==> src/rtl/stu_pkg.sv <==
// Package: shared types, constants and digit decode for the string to unsigned parser.
package stu_pkg;

    // Width of the saturating character position counter
    localparam int unsigned OFFSET_BITS = 16;
    localparam logic [OFFSET_BITS-1:0] POS_MAX = {OFFSET_BITS{1'b1}};

    // Field widths
    localparam int unsigned CHAR_W  = 8;
    localparam int unsigned BASE_W  = 5;
    localparam int unsigned VALUE_W = 64;
    localparam int unsigned OFFS_W  = 16;
    localparam int unsigned OUT_W   = VALUE_W + OFFS_W;

    // Characters and bases of interest
    localparam logic [CHAR_W-1:0] CH_NUL   = 8'h00;
    localparam logic [CHAR_W-1:0] CH_TAB   = 8'h09;
    localparam logic [CHAR_W-1:0] CH_LF    = 8'h0A;
    localparam logic [CHAR_W-1:0] CH_SPACE = 8'h20;
    localparam logic [CHAR_W-1:0] CH_ZERO  = 8'h30;
    localparam logic [CHAR_W-1:0] CH_LX    = 8'h78;
    localparam logic [CHAR_W-1:0] CH_UX    = 8'h58;

    localparam logic [BASE_W-1:0] BASE_AUTO = 5'd0;
    localparam logic [BASE_W-1:0] BASE_OCT  = 5'd8;
    localparam logic [BASE_W-1:0] BASE_DEC  = 5'd10;
    localparam logic [BASE_W-1:0] BASE_HEX  = 5'd16;

    // Parse phases
    typedef enum logic [2:0] {
        PH_SKIP,
        PH_ZERO,
        PH_DIGITS,
        PH_DRAIN
    } t_phase;

    // Parser state carried between characters
    typedef struct packed {
        t_phase                 phase;
        logic [VALUE_W-1:0]     acc;
        logic [OFFSET_BITS-1:0] pos;
        logic [BASE_W-1:0]      base;
    } t_state;

    // Decoded digit: ok marks 0-9, a-f, A-F
    typedef struct packed {
        logic       ok;
        logic [3:0] val;
    } t_digit;

    function automatic t_digit digit_decode(input logic [CHAR_W-1:0] c);
        t_digit d;
        d.ok  = 1'b0;
        d.val = 4'd0;
        if (c >= 8'h30 && c <= 8'h39) begin
            d.ok  = 1'b1;
            d.val = 4'(c - 8'h30);
        end else if (c >= 8'h61 && c <= 8'h66) begin
            d.ok  = 1'b1;
            d.val = 4'(c - 8'h57);
        end else if (c >= 8'h41 && c <= 8'h46) begin
            d.ok  = 1'b1;
            d.val = 4'(c - 8'h37);
        end
        return d;
    endfunction

endpackage

==> src/rtl/string_to_unsigned_parser_top.sv <==
// Top level: unsigned integer parser over a byte stream with a two-entry result buffer.
//
// Usage:
//   Characters of a NUL-terminated string enter on the s_axis channel, one byte in
//   tdata per transaction. Leading space, tab and newline are skipped, an optional
//   0x/0X prefix is stripped in base 0 or 16, and digits are accumulated mod 2^64.
//   The first zero or non-digit byte produces one result transaction on m_axis:
//   the value and the offset of that byte. Bytes after it are dropped through the
//   terminating zero.
//   The base is written on the cfg channel (always ready) while the block is idle;
//   zero selects detection from the prefix.
//   Throughput: one character per cycle while s_axis_tready is high; each character
//   is decoded and the multiply-accumulate (accumulator times a 5-bit base) done
//   combinationally. The result is registered before it is valid on m_axis.
//   Stall: results sit in an output register plus one skid entry; s_axis_tready
//   drops only while both are full, so input keeps flowing past one held result.
//   Reset (i_rst_n low, synchronous): parser restarts in the whitespace phase,
//   base register returns to 0, and the result buffer empties.
module string_to_unsigned_parser_top (
    input  logic                          i_clk,
    input  logic                          i_rst_n,
    // configuration: base_mode
    input  logic                          i_cfg_valid,
    output logic                          o_cfg_ready,
    input  logic [stu_pkg::BASE_W-1:0]    i_cfg_data,
    // input characters
    input  logic                          s_axis_tvalid,
    output logic                          s_axis_tready,
    input  logic [stu_pkg::CHAR_W-1:0]    s_axis_tdata,  // [7:0] char_byte
    // results
    output logic                          m_axis_tvalid,
    input  logic                          m_axis_tready,
    output logic [stu_pkg::OUT_W-1:0]     m_axis_tdata   // [63:0] parsed_value,
                                                         // [79:64] end_offset
);

    logic [stu_pkg::BASE_W-1:0]      r_base_mode;
    stu_pkg::t_state                 r_state;
    stu_pkg::t_state                 n_state;
    logic                            step_emit;
    logic [stu_pkg::VALUE_W-1:0]     step_value;
    logic [stu_pkg::OFFSET_BITS-1:0] step_offset;
    logic [stu_pkg::OUT_W-1:0]       step_data;

    logic                            r_out_valid;
    logic                            n_out_valid;
    logic [stu_pkg::OUT_W-1:0]       r_out_data;
    logic [stu_pkg::OUT_W-1:0]       n_out_data;
    logic                            r_skid_valid;
    logic                            n_skid_valid;
    logic [stu_pkg::OUT_W-1:0]       r_skid_data;
    logic [stu_pkg::OUT_W-1:0]       n_skid_data;

    logic                            in_acc;
    logic                            out_take;
    logic                            new_res;

    // Configuration register
    assign o_cfg_ready = 1'b1;

    always_ff @(posedge i_clk) begin
        if (!i_rst_n) begin
            r_base_mode <= stu_pkg::BASE_AUTO;
        end else if (i_cfg_valid) begin
            r_base_mode <= i_cfg_data;
        end
    end

    // Per-character parse logic
    stu_step u_step (
        .i_char      (s_axis_tdata),
        .i_base_mode (r_base_mode),
        .i_cur       (r_state),
        .o_nxt       (n_state),
        .o_emit      (step_emit),
        .o_value     (step_value),
        .o_offset    (step_offset)
    );

    assign step_data = {stu_pkg::OFFS_W'(step_offset), step_value};

    // Handshakes
    assign s_axis_tready = !r_skid_valid;
    assign in_acc        = s_axis_tvalid && s_axis_tready;
    assign out_take      = r_out_valid && m_axis_tready;
    assign new_res       = in_acc && step_emit;

    // Advance parser state on each accepted character
    always_ff @(posedge i_clk) begin
        if (!i_rst_n) begin
            r_state.phase <= stu_pkg::PH_SKIP;
            r_state.acc   <= '0;
            r_state.pos   <= '0;
            r_state.base  <= stu_pkg::BASE_AUTO;
        end else if (in_acc) begin
            r_state <= n_state;
        end
    end

    // Result buffer: output register backed by one skid entry
    always_comb begin
        n_out_valid  = r_out_valid;
        n_out_data   = r_out_data;
        n_skid_valid = r_skid_valid;
        n_skid_data  = r_skid_data;
        if (out_take || !r_out_valid) begin
            if (r_skid_valid) begin
                n_out_valid  = 1'b1;
                n_out_data   = r_skid_data;
                n_skid_valid = 1'b0;
            end else begin
                n_out_valid  = new_res;
                n_out_data   = step_data;
            end
        end else if (new_res) begin
            n_skid_valid = 1'b1;
            n_skid_data  = step_data;
        end
    end

    always_ff @(posedge i_clk) begin
        if (!i_rst_n) begin
            r_out_valid  <= 1'b0;
            r_skid_valid <= 1'b0;
        end else begin
            r_out_valid  <= n_out_valid;
            r_skid_valid <= n_skid_valid;
        end
    end

    // Hold payload without reset
    always_ff @(posedge i_clk) begin
        r_out_data  <= n_out_data;
        r_skid_data <= n_skid_data;
    end

    assign m_axis_tvalid = r_out_valid;
    assign m_axis_tdata  = r_out_data;

    // Skid entry is used only behind a held output
    a_skid_behind_out: assert property (@(posedge i_clk) disable iff (!i_rst_n)
        r_skid_valid |-> r_out_valid)
        else $error("skid entry valid with empty output register");

    // A result arriving at a stalled output lands in the skid entry
    a_stall_to_skid: assert property (@(posedge i_clk) disable iff (!i_rst_n)
        (new_res && r_out_valid && !m_axis_tready) |=> r_skid_valid)
        else $error("result lost behind stalled output");

    // A result arriving at an empty buffer shows up next cycle with its data
    a_result_shown: assert property (@(posedge i_clk) disable iff (!i_rst_n)
        (new_res && !r_out_valid) |=> (r_out_valid && m_axis_tdata == $past(step_data)))
        else $error("result not presented");

    // Drain phase is entered only together with a result
    a_drain_entry: assert property (@(posedge i_clk) disable iff (!i_rst_n)
        (in_acc && n_state.phase == stu_pkg::PH_DRAIN && r_state.phase != stu_pkg::PH_DRAIN)
        |-> step_emit)
        else $error("drain entered without a result");

    // Position saturates rather than wrapping
    a_pos_saturates: assert property (@(posedge i_clk) disable iff (!i_rst_n)
        (in_acc && r_state.pos == stu_pkg::POS_MAX && n_state.pos != '0)
        |=> r_state.pos == stu_pkg::POS_MAX)
        else $error("character position wrapped");

endmodule

==> src/rtl/stu_step.sv <==
// Module: next-state and result logic of the parser for one character.
module stu_step (
    input  logic [stu_pkg::CHAR_W-1:0]      i_char,
    input  logic [stu_pkg::BASE_W-1:0]      i_base_mode,
    input  stu_pkg::t_state                 i_cur,
    output stu_pkg::t_state                 o_nxt,
    output logic                            o_emit,
    output logic [stu_pkg::VALUE_W-1:0]     o_value,
    output logic [stu_pkg::OFFSET_BITS-1:0] o_offset
);

    logic                            is_ws;
    logic                            is_x;
    logic                            is_nul;
    logic                            auto_or_hex;
    logic [stu_pkg::BASE_W-1:0]      eff_base;
    stu_pkg::t_digit                 dig;
    logic                            dig_ok;
    logic [stu_pkg::VALUE_W-1:0]     acc_next;
    logic [stu_pkg::OFFSET_BITS-1:0] pos_adv;
    logic                            take;

    // Character classes
    assign is_ws  = (i_char == stu_pkg::CH_SPACE) || (i_char == stu_pkg::CH_TAB)
                 || (i_char == stu_pkg::CH_LF);
    assign is_x   = (i_char == stu_pkg::CH_LX) || (i_char == stu_pkg::CH_UX);
    assign is_nul = (i_char == stu_pkg::CH_NUL);
    assign auto_or_hex = (i_base_mode == stu_pkg::BASE_AUTO)
                      || (i_base_mode == stu_pkg::BASE_HEX);

    // Base in force for a digit decision in this phase
    always_comb begin
        case (i_cur.phase)
            stu_pkg::PH_SKIP: begin
                eff_base = (i_base_mode == stu_pkg::BASE_AUTO) ? stu_pkg::BASE_DEC
                                                               : i_base_mode;
            end
            stu_pkg::PH_ZERO: begin
                eff_base = (i_cur.base == stu_pkg::BASE_AUTO) ? stu_pkg::BASE_OCT
                                                              : stu_pkg::BASE_HEX;
            end
            default: begin
                eff_base = i_cur.base;
            end
        endcase
    end

    // Digit check and multiply-accumulate (64 by 5 bits)
    assign dig      = stu_pkg::digit_decode(i_char);
    assign dig_ok   = dig.ok && ({1'b0, dig.val} < eff_base);
    assign acc_next = stu_pkg::VALUE_W'(i_cur.acc * stu_pkg::VALUE_W'(eff_base))
                    + stu_pkg::VALUE_W'(dig.val);
    assign pos_adv  = (i_cur.pos != stu_pkg::POS_MAX) ? i_cur.pos + stu_pkg::OFFSET_BITS'(1)
                                                      : i_cur.pos;

    // Whether this character goes to the digit decision
    always_comb begin
        case (i_cur.phase)
            stu_pkg::PH_SKIP:   take = !is_ws && !(auto_or_hex && i_char == stu_pkg::CH_ZERO);
            stu_pkg::PH_ZERO:   take = !is_x;
            stu_pkg::PH_DIGITS: take = 1'b1;
            default:            take = 1'b0;
        endcase
    end

    // Next state
    always_comb begin
        o_nxt = i_cur;
        case (i_cur.phase)
            stu_pkg::PH_SKIP: begin
                if (is_ws) begin
                    o_nxt.pos = pos_adv;
                end else if (!take) begin
                    o_nxt.base  = i_base_mode;
                    o_nxt.pos   = pos_adv;
                    o_nxt.phase = stu_pkg::PH_ZERO;
                end
            end
            stu_pkg::PH_ZERO: begin
                if (!take) begin
                    o_nxt.base  = stu_pkg::BASE_HEX;
                    o_nxt.pos   = pos_adv;
                    o_nxt.phase = stu_pkg::PH_DIGITS;
                end
            end
            stu_pkg::PH_DIGITS: begin
                o_nxt = i_cur;
            end
            default: begin
                if (is_nul) begin
                    o_nxt.phase = stu_pkg::PH_SKIP;
                    o_nxt.acc   = '0;
                    o_nxt.pos   = '0;
                    o_nxt.base  = stu_pkg::BASE_AUTO;
                end
            end
        endcase
        // Digit decision: accumulate, or end the number
        if (take) begin
            o_nxt.base = eff_base;
            if (dig_ok) begin
                o_nxt.acc   = acc_next;
                o_nxt.pos   = pos_adv;
                o_nxt.phase = stu_pkg::PH_DIGITS;
            end else if (is_nul) begin
                o_nxt.phase = stu_pkg::PH_SKIP;
                o_nxt.acc   = '0;
                o_nxt.pos   = '0;
                o_nxt.base  = stu_pkg::BASE_AUTO;
            end else begin
                o_nxt.phase = stu_pkg::PH_DRAIN;
            end
        end
    end

    // Result
    always_comb begin
        o_emit   = take && !dig_ok;
        o_value  = i_cur.acc;
        o_offset = i_cur.pos;
    end

endmodule
==> config.mk <==
export PLATFORM = sky130hd
export DESIGN_NAME = string_to_unsigned_parser_top
export DESIGN_NICKNAME = d
export VERILOG_FILES = /design/src/rtl/stu_pkg.sv /design/src/rtl/string_to_unsigned_parser_top.sv /design/src/rtl/stu_step.sv
export SDC_FILE = /design/constraint.sdc
export NUM_CORES = 1
export LEC_CHECK = 0
export ABC_AREA = 0
export BUFFER_PORTS_ARGS = -buffer_cell sky130_fd_sc_hd__buf_4
export CORE_ASPECT_RATIO = 2
export CORE_UTILIZATION = 30
export DETAILED_ROUTE_END_ITERATION = 8
export MAX_ROUTING_LAYER = met4
export PLACE_DENSITY_LB_ADDON = 0.1
export SLEW_MARGIN = 30
export SYNTH_ARGS = -nofsm -noshare
export SYNTH_HDL_FRONTEND = slang
export SYNTH_SLANG_ARGS = --single-unit
==> constraint.sdc <==
create_clock -name i_clk -period 13.85 [get_ports i_clk]
set_clock_uncertainty 0.15 [all_clocks]
set_input_delay 0.6925 -clock i_clk [delete_from_list [all_inputs] [get_ports i_clk]]
set_output_delay 0.6925 -clock i_clk [all_outputs]
set_load 0.02 [all_outputs]
Yosys cells after proc, flatten, opt, wreduce, memory -nomap -nowiden --
Index checks and enable logic that the tools add are counted.
Operators by class: add/sub/neg operators 5, $mul 1, magnitude comparators 7, eq/ne operators 12, multiplexer cells 24, bitwise logic cells 2, reductions and logical operators 30
Operators by type and width (count):
- $mux W88 | 2
- $mux W85 | 1
- $mux W82 | 1
- $mux W80 | 1
- $add A64 B4 Y64 | 1
- $mul A64 B5 Y64 | 1
- $mux W64 | 1
- $pmux W21 S3 | 1
- $mux W21 | 2
- $mux W5 | 7
- $mux W16 | 2
- $add A16 B1 Y16 const B | 1
- $eq A8 B4 Y1 const B | 2
- $eq A8 B6 Y1 const B | 2
- $eq A8 B7 Y1 const B | 2
- $ge A8 B7 Y1 const B | 2
- $le A8 B7 Y1 const B | 2
- $ne A16 B16 Y1 const B | 1
- $logic_and A1 B1 Y1 | 10
- $logic_not A5 Y1 | 2
- $pmux W5 S2 | 1
- $pmux W3 S3 | 1
- $ge A8 B6 Y1 const B | 1
- $le A8 B6 Y1 const B | 1
- 22 further kinds | 33
Storage, ports and cells: register bits 255, bits of input ports 18, output and inout bits 83, logic and storage cells 90

Longest topological paths before layout --
Gate-level depths: netlist (run 1).
depth in word-level cells 12, depth in mapped cells 27, mapped depth without buffers 27

By module --
Synthesis (run 1) repeated with hierarchy kept, for this count alone.
Unflattened totals: cell total of the unflattened synthesis 2549, area total of the unflattened synthesis 23309.9 µm²
Modules (own cells, without submodules):
- stu_step | times used 1, cells an instance 1889, area an instance 14002.2 µm², sequential area each 0.0 µm²
- string_to_unsigned_parser_top | times used 1, cells an instance 660, area an instance 9307.7 µm², sequential area each 6706.4 µm²

Worst setup path before layout (run 1) --
OpenSTA, ideal clock, no wires.
path type input to register, from input port m_axis_tready, to register r_skid_data[0] (netlist bit), enable pin, library setup time 0.617 ns, data arrival time 8.249 ns, required time 13.083 ns, path slack 4.833 ns, stages on the path 2, path buffers 0, cells stage by stage nand2b_1 nor3_1
Between the ends: cells in the longest elaborated chain, start to end 4
RTL lines:
- start, declared | RTL line string_to_unsigned_parser_top.sv:32 | input logic m_axis_tready,
- $logic_and A1 B1 Y1 | RTL line string_to_unsigned_parser_top.sv:85 | assign out_take = r_out_valid && m_axis_tready;
- $logic_or A1 B1 Y1 | RTL line string_to_unsigned_parser_top.sv:106 | if (out_take || !r_out_valid) begin
- $not A1 Y1 (no source line)
- $reduce_and A2 Y1 (no source line)
- end signal, assigned | RTL line string_to_unsigned_parser_top.sv:134 | r_skid_data <= n_skid_data;
- end, declared | RTL line string_to_unsigned_parser_top.sv:51 | logic [stu_pkg::OUT_W-1:0] r_skid_data;
Every way passes these cells. A chain may end at the register's enable or synchronous reset.

Worst setup path in the final report (run 1) --
from register r_state[85] (netlist bit), to register r_state[83] (netlist bit)
Between the ends: cells in the longest elaborated chain, start to end 6, elaborated cells between the ends (all ways) 14, classes of those cells add/sub: 1; mul: 1; order compare: 1; eq/ne: 2; mux: 6; reduce/logical: 3
RTL lines:
- start, declared | RTL line string_to_unsigned_parser_top.sv:38 | stu_pkg::t_state r_state;
- start signal, assigned | RTL line string_to_unsigned_parser_top.sv:96 | r_state <= n_state;
- $eq A3 B1 Y1, or another cell as far along | RTL line stu_step.sv:33, stu_step.sv:58, stu_step.sv:69
- $pmux W5 S2 / $reduce_or A3 Y1 (equally long branches)
- $mul A64 B5 Y64, or another cell as far along | RTL line stu_step.sv:51 | assign acc_next = stu_pkg::VALUE_W'(i_cur.acc * stu_pkg::VALUE_W'(eff_base))
- $add A64 B4 Y64, or another cell as far along | RTL line stu_step.sv:52 | + stu_pkg::VALUE_W'(dig.val);
- $mux W82 | RTL line stu_step.sv:101 | if (dig_ok) begin
- $mux W88 * | RTL line stu_step.sv:99 | if (take) begin
Every way passes the cells marked *; elsewhere a longest branch is shown, timed or not.

==> results.md, run 1 <==
* Via density at 5.00
* DPL Wire Length at 48.4 mm
* Top cells by area, synth: edfxtp_1 (22%), fa_1 (17%), dfxtp_1 (8.7%), ha_1 (8.0%), inv_1 (5.6%)
* CTS tree: yes
* Average cell area after synthesis at 9.53 µm²
* Fin area at 24300 µm²
* Core area at 71000 µm²
* Yosys top cell by area: edfxtp_1
* Count of nets after finishing at 2656
* Synth Warn # at 0
* Mapped cell area at 21600 µm²
* Xor/xnor share of the synthesized area at 2.63%
* Critical-path cell list: inv_1, ha_1, inv_1, a21o_1, a22o_2, buf_4, and2_1, fa_1, fa_1, inv_1, fa_1, inv_1, ha_1, and3_2, and3_1, nand3_1, o211ai_1, o211a_1, o21ai_0, nand2_1, a21oi_1, o21ai_0, and4b_1, a211o_1
* Commonest non-fill, non-tap cell in the layout: inv_1
* Status: completed
* CP Launch Type: flop
* Fmax at 135 MHz
* Worst slew pin tran at 924 ps
* Most frequent cells in the layout: inv_1 (321), fa_1 (182), and2_1 (178), edfxtp_1 (160), nand2_1 (143)
* Final weighted congestion in routability-driven placement at 0.895
* Area grow syn2layout at 12.1%
* Iter 0 DRT Violations at 741
* DR vias at 16300
* Crit Path Max Fanout at 62
* Routed Antenna Nets at 0
* Sink Count at 254
* CP dominant cell by count: inv_1
* Seq/Total Area, Yosys at 30.9%
* First-pass GRT wire length at 102 mm
* Final Routed Wirelength at 64.7 mm
* Clk root buf: clkbuf_16
* Post-cts sizing count at 0
* Slew Limit Fails at 0
* CTS Buffer Depth at 3
* Die X at 192 µm
* LEAKAGE at 10.4 nW
* Die height at 382 µm
* Floorplan row count at 138
* First-pass DRT Iterations at 5
* I/O Buffers at 99
* Pin count of the biggest net entering global routing at 66
* Initial antenna violation count at 5
* FF+latch count, synth at 254
* Multiplexer area fraction after synthesis at 4.34%
* Critical Path AT at 7800 ps
* Crit path time final at 7420 ps
* Synth Net Count at 2608
* Synth Area in Simple Gates at 16.8%
* Reg-to-reg startpoint: r_state[85]
* Slowest cell on crit path: ha_1
* Wire length per cell at 19.9 µm
* Io pins at 101
* Layout cells sized above 1 at 11.9%
* Setup CP Type: flop to flop
* Worst path max stage delay at 580 ps
* Setup Viol. Count Final at 0
* Synth top area share at 22.2%
* CP Launch Point: r_state[85]
* EDFF count, synth at 160
* TritonCTS Buffers at 28
* Peak supply drop at 0.0862 mV
* Starting Density at 30.5%
* GR Overflow Total at 0
* Synth cell types at 83
* Unrepaired setup endpoints after global routing: no
* Async S/R FF share, synth at 0%
* Number of global-route vias before repair at 17800
* Largest family of logic cells by synthesized area: adder cells
* Post-synthesis adder-cell area fraction at 24.8%
* Fin Setup TNS at 0 ps
* Final Hold Viols at 0
* Clk_lat worst skew at 630 ps
* Hold_sp: i_cfg_data[0]
* Power per cell area at 92.1 nW/µm²
* Endpoint class of the critical path: flop
* Period utilization at 53.6%
* DP Area at 23300 µm²
* Hold_buf cts at 0
* GRT Total Usage at 18.8%
* DRC at 0
* Prevailing post-synth register cell: edfxtp_1
* Cells after synthesis at 2270
* Clk slew on worst S/H paths at 70 ps
* Hold Path Class: input port to flop
* Worst rel slew slack at 38.3%
* Die ar. at 73200 µm²
* Post-CTS Setup Bufs at 0
* Worst EP required at 14220 ps
* Synth Area in Compound Gates at 12.9%
* Max Cap Violations at 0
* Htree depth at 1
==> critical path, delay by kind of cell (launching register included) <==
kind	cells	cell delay, ps
AOI/OAI and AO/OA	8	2170
buffers and inverters	5	760
and+or+nand+nor	6	1280
DFF	1	330
adders and majority gates	5	2560
==> logic make-up (layout without fill, tap and decap cells) <==
logic type,after synthesis,count (layout)
adders and majority gates,320,320
and+or+nand+nor,678,678
muxes,84,84
buffers and inverters,422,492
DFF,254,254
xor gates and xnor gates,65,65
AOI/OAI and AO/OA,446,446
other,1,6
==> sequential cells by signal, indices dropped and copies added (netlist names) <==
register and flops:
r_skid_data 80, r_state 87, r_skid_valid 1, m_axis_tvalid 1
r_base_mode 5, m_axis_tdata 80
==> routing by layer <==
| layer | vias to the layer above | global-route usage (%) | wire [µm] |
|---|---|---|---|
| li1 | 7673 | - | - |
| met2 | 236 | 37.9 | 38300 |
| met1 | 8281 | 18.0 | 22900 |
| met4 | 0 | 5.79 | 1750 |
| met3 | 90 | 1.81 | 1810 |
| met5 | - | - | 0 |
==> stage by stage <==
step / hold slack, ps / std cells / util [%] / total power, mW / setup slack (ps)
finish: 156 / 3255 / 34.2 / 2.23 / 6430
global route: 149 / 3255 / 34.2 / 2.34 / 6070
CTS: 123 / 3250 / 34.2 / 2.28 / 6420
detailed placement: 318 / 3198 / 32.9 / 1.47 / 6420
global placement: 308 / 3197 / 32.8 / 1.46 / 6530
floorplan: 253 / 2270 / - / 1.24 / 4830
==> synth_stat cells (15+ instances only) <==
cell type and number:
nand3_1 15, nor2b_1 125, ha_1 138, buf_2 20
nand2b_1 18, and2_1 178, dfxtp_1 94, a21oi_1 143
o31ai_1 16, a21o_1 31, edfxtp_1 160, clkbuf_1 74
mux2_2 78, o21ai_0 124, nor3_1 15, nor2_1 108
nand4_1 22, fa_1 182, a31oi_1 16, xnor2_1 39
inv_1 321, xor2_1 26, nand2_1 143
==> power by group <==
part / total, mW / switching [mW] / internal (mW)
registers: 0.895 / 0.0310 / 0.864
logic: 0.550 / 0.395 / 0.155
clock network: 0.790 / 0.371 / 0.419
==> layout make-up <==
cell class / count / area (µm²)
fill: 7347 / 46700
multi-input combinational: 1594 / 13400
sequential: 254 / 6690
inverter: 322 / 1210
tap: 910 / 1140
timing repair buffer: 118 / 890
clock buffer: 31 / 722
clock inverter: 21 / 201
antenna: 5 / 12.5
==> path summary, 6_finish.rpt <==
kind / end / slack (ps) / cells after the start
setup / recovery: r_state[83] / 6430 / 24
hold / removal: r_base_mode[0] / 160 / 3
setup reg to reg: r_state[83] / 6430 / 24
hold reg to reg: r_skid_data[76] / 340 / 0
Note: power is estimated with default switching activity, not from simulation.
==> run 2, diff against run 1 <==
==> constraint.sdc (replaced) <==
create_clock -name i_clk -period 7.03 [get_ports i_clk]
set_clock_uncertainty 0.15 [all_clocks]
set_input_delay 0.3515 -clock i_clk [delete_from_list [all_inputs] [get_ports i_clk]]
set_output_delay 0.3515 -clock i_clk [all_outputs]
set_load 0.02 [all_outputs]
==> run 2 against run 1 <==
- die area is the same
- combinational power grew 120%
- sequential share of layout area shrank 0.56 points
- sequential power grew 97%
- final cell count grew 1.4%
- design area grew 2.1%
- largest cell class unchanged
==> results.md, run 2 (synthesized netlist as in run 1, its figures left out) <==
* GRT Total Usage at 18.9% (+0.089 points)
* Switching Fraction at 35.1% (-0.57 points)
* CTS tree: yes
* First-pass DRT Iterations at 5 (unchanged)
* P_sw at 1.59 mW (+99%)
* Slew Limit Fails at 0 (unchanged)
* Io pins at 101 (unchanged)
* Htree depth at 1 (unchanged)
* Placed cells at 3232 (+1.1%)
* Starting Density at 30.5% (unchanged)
* Worst rel slew slack at 40.0% (+1.7 points)
* DR vias at 16400 (+1.0%)
* Worst EP required at 7380 ps (-6840 ps)
* Die X at 192 µm (unchanged)
* Clk root buf: clkbuf_16
* Status: completed
* Final Routed Wirelength at 65.4 mm (+1.1%)
* Setup CP Type: flop to flop
* Via density at 4.98 (-0.34%)
* Die ar. at 73200 µm² (unchanged)
* Critical Path AT at 6930 ps (-870 ps)
* Fmax at 152 MHz (+13%)
* Worst slew pin tran at 898 ps (-25.3 ps)
* Commonest non-fill, non-tap cell in the layout: inv_1
* Fin Setup TNS at 0 ps (unchanged)
* Setup Viol. Count Final at 0 (unchanged)
* Iter 0 DRT Violations at 657 (-11%)
* Tot Pwr at 4.52 mW (+100%)
* Clk_lat worst skew at 630 ps (about the same)
* Power per cell area at 182 nW/µm² (+98%)
* Final weighted congestion in routability-driven placement at 0.870 (-2.8%)
* Peak supply drop at 0.206 mV (+140%)
* Unrepaired setup endpoints after global routing: no
* Period utilization at 93.5% (+40 points)
* Pin count of the biggest net entering global routing at 73 (+11%)
* WHS Path Cells at 5 (+2)
* Register name with the most flops: r_state
* Crit path time final at 6570 ps (-851 ps)
* Cells on worst reg2reg path at 24 (unchanged)
* CTS Buffer Depth at 3 (unchanged)
* CP Launch Type: flop
* Sink Count at 254 (unchanged)
* Count of nets after finishing at 2702 (+1.7%)
* Final Hold Viols at 0 (unchanged)
* DPL Wire Length at 49.1 mm (+1.4%)
* Initial antenna violation count at 5 (unchanged)
* Wire length per cell at 19.8 µm (-0.25%)
* Layout cells sized above 1 at 13.1% (+1.2 points)
* I/O Buffers at 99 (unchanged)
* Combinational share of power at 26.2% (+1.6 points)
* TritonCTS Buffers at 28 (unchanged)
* Sequential Power Share at 39.0% (-1.1 points)
* Endpoint class of the critical path: flop
* Hold Path Class: input port to flop
* Clock power frac at 34.7% (-0.6 points)
* Non-filler cells, final at 3300 (+1.4%)
* Area grow syn2layout at 14.5%
* GR Overflow Total at 0 (unchanged)
* LEAKAGE at 10.6 nW (+2.5%)
* Largest register FFs at 87 (unchanged)
* Die height at 382 µm (unchanged)
* Core area at 71000 µm² (unchanged)
* Most frequent cells in the layout: inv_1 (321), fa_1 (182), and2_1 (177), edfxtp_1 (160), buf_4 (144)
* Number of global-route vias before repair at 17900 (+0.53%)
* Cell-internal power at 2.93 mW (+100%)
* Max Cap Violations at 0 (unchanged)
* DRC at 0 (unchanged)
* Clk slew on worst S/H paths at 80 ps (about the same)
* Routed Antenna Nets at 0 (unchanged)
* Floorplan row count at 138 (unchanged)
* First-pass GRT wire length at 102 mm (about the same)
* Crit Path Max Fanout at 30 (-52%)
[run 2: critical path, cell delays in order (launching register included)]
cell and delay (ps):
dfxtp_1 380, inv_1 80, ha_1 290, buf_4 200
a21o_1 160, a22o_2 280, buf_12 180, and2_1 190
fa_1 510, fa_1 550, inv_1 50, fa_1 540
inv_1 50, ha_1 370, and3_2 280, and3_1 180
nand3_1 100, o211ai_1 160, or2_2 360, a31oi_1 430
o31ai_1 140, xnor2_1 170, a221oi_1 330, o21ai_0 140
o2bb2ai_1 160
[run 2: area by class of cell]
class / count / area [µm²]
antenna: 4 / 10.0
clock buffer: 34 / 723
clock inverter: 18 / 208
multi-input combinational: 1594 / 13400
inverter: 322 / 1210
tap: 910 / 1140
sequential: 254 / 6690
timing repair buffer: 164 / 1360
fill: 7269 / 46200
[run 2: repair_timing]
item | CTS | global route
hold endpoints to repair | 9 | 0
endpoints found under the setup margin | 1 | 4
buffers inserted | 0 | 0
hold buffers | 12 | 0
resized for setup | 1 | 4
[run 2: final timing paths]
check                                   end  slack (ps)            start
worst max-delay path            r_state[51]         460      r_state[86]
worst min-delay path            r_state[21]         290  s_axis_tdata[0]
worst max register to register  r_state[51]         460      r_state[86]
worst min register to register   r_state[3]         340       r_state[3]
[run 2: through the flow]
| stage | setup slack, ps | util (%) | hold slack, ps | cell area [µm²] |
|---|---|---|---|---|
| final | 457 | 34.9 | 286 | 24800 |
| after global routing | 91.0 | 34.9 | 343 | 24800 |
| after CTS | 146 | 34.9 | 262 | 24700 |
| after detailed placement | 32.6 | 33.4 | 323 | 23700 |
| after global placement | 12.0 | 33.4 | 318 | 23700 |
| after floorplan | 814 | - | 253 | 21600 |
[run 2: power groups by stage]
| stage | registers [mW] | logic, mW | clock network (mW) |
|---|---|---|---|
| floorplan | 1.87 | 0.580 | 0 |
| global placement | 1.80 | 1.18 | 0 |
| detailed placement | 1.80 | 1.19 | 0 |
| CTS | 1.77 | 1.20 | 1.65 |
| global route | 1.78 | 1.28 | 1.68 |
| finish | 1.76 | 1.19 | 1.57 |
[run 2: metal layers]
metal  track usage (%)  vias up  part of all wire (%)
met1              17.8     8310                    35
met4              7.51        0                   3.9
met2              37.7      252                    58
li1                  -     7777                     -
met5                 -        -                     0
met3              1.75      110                   2.7
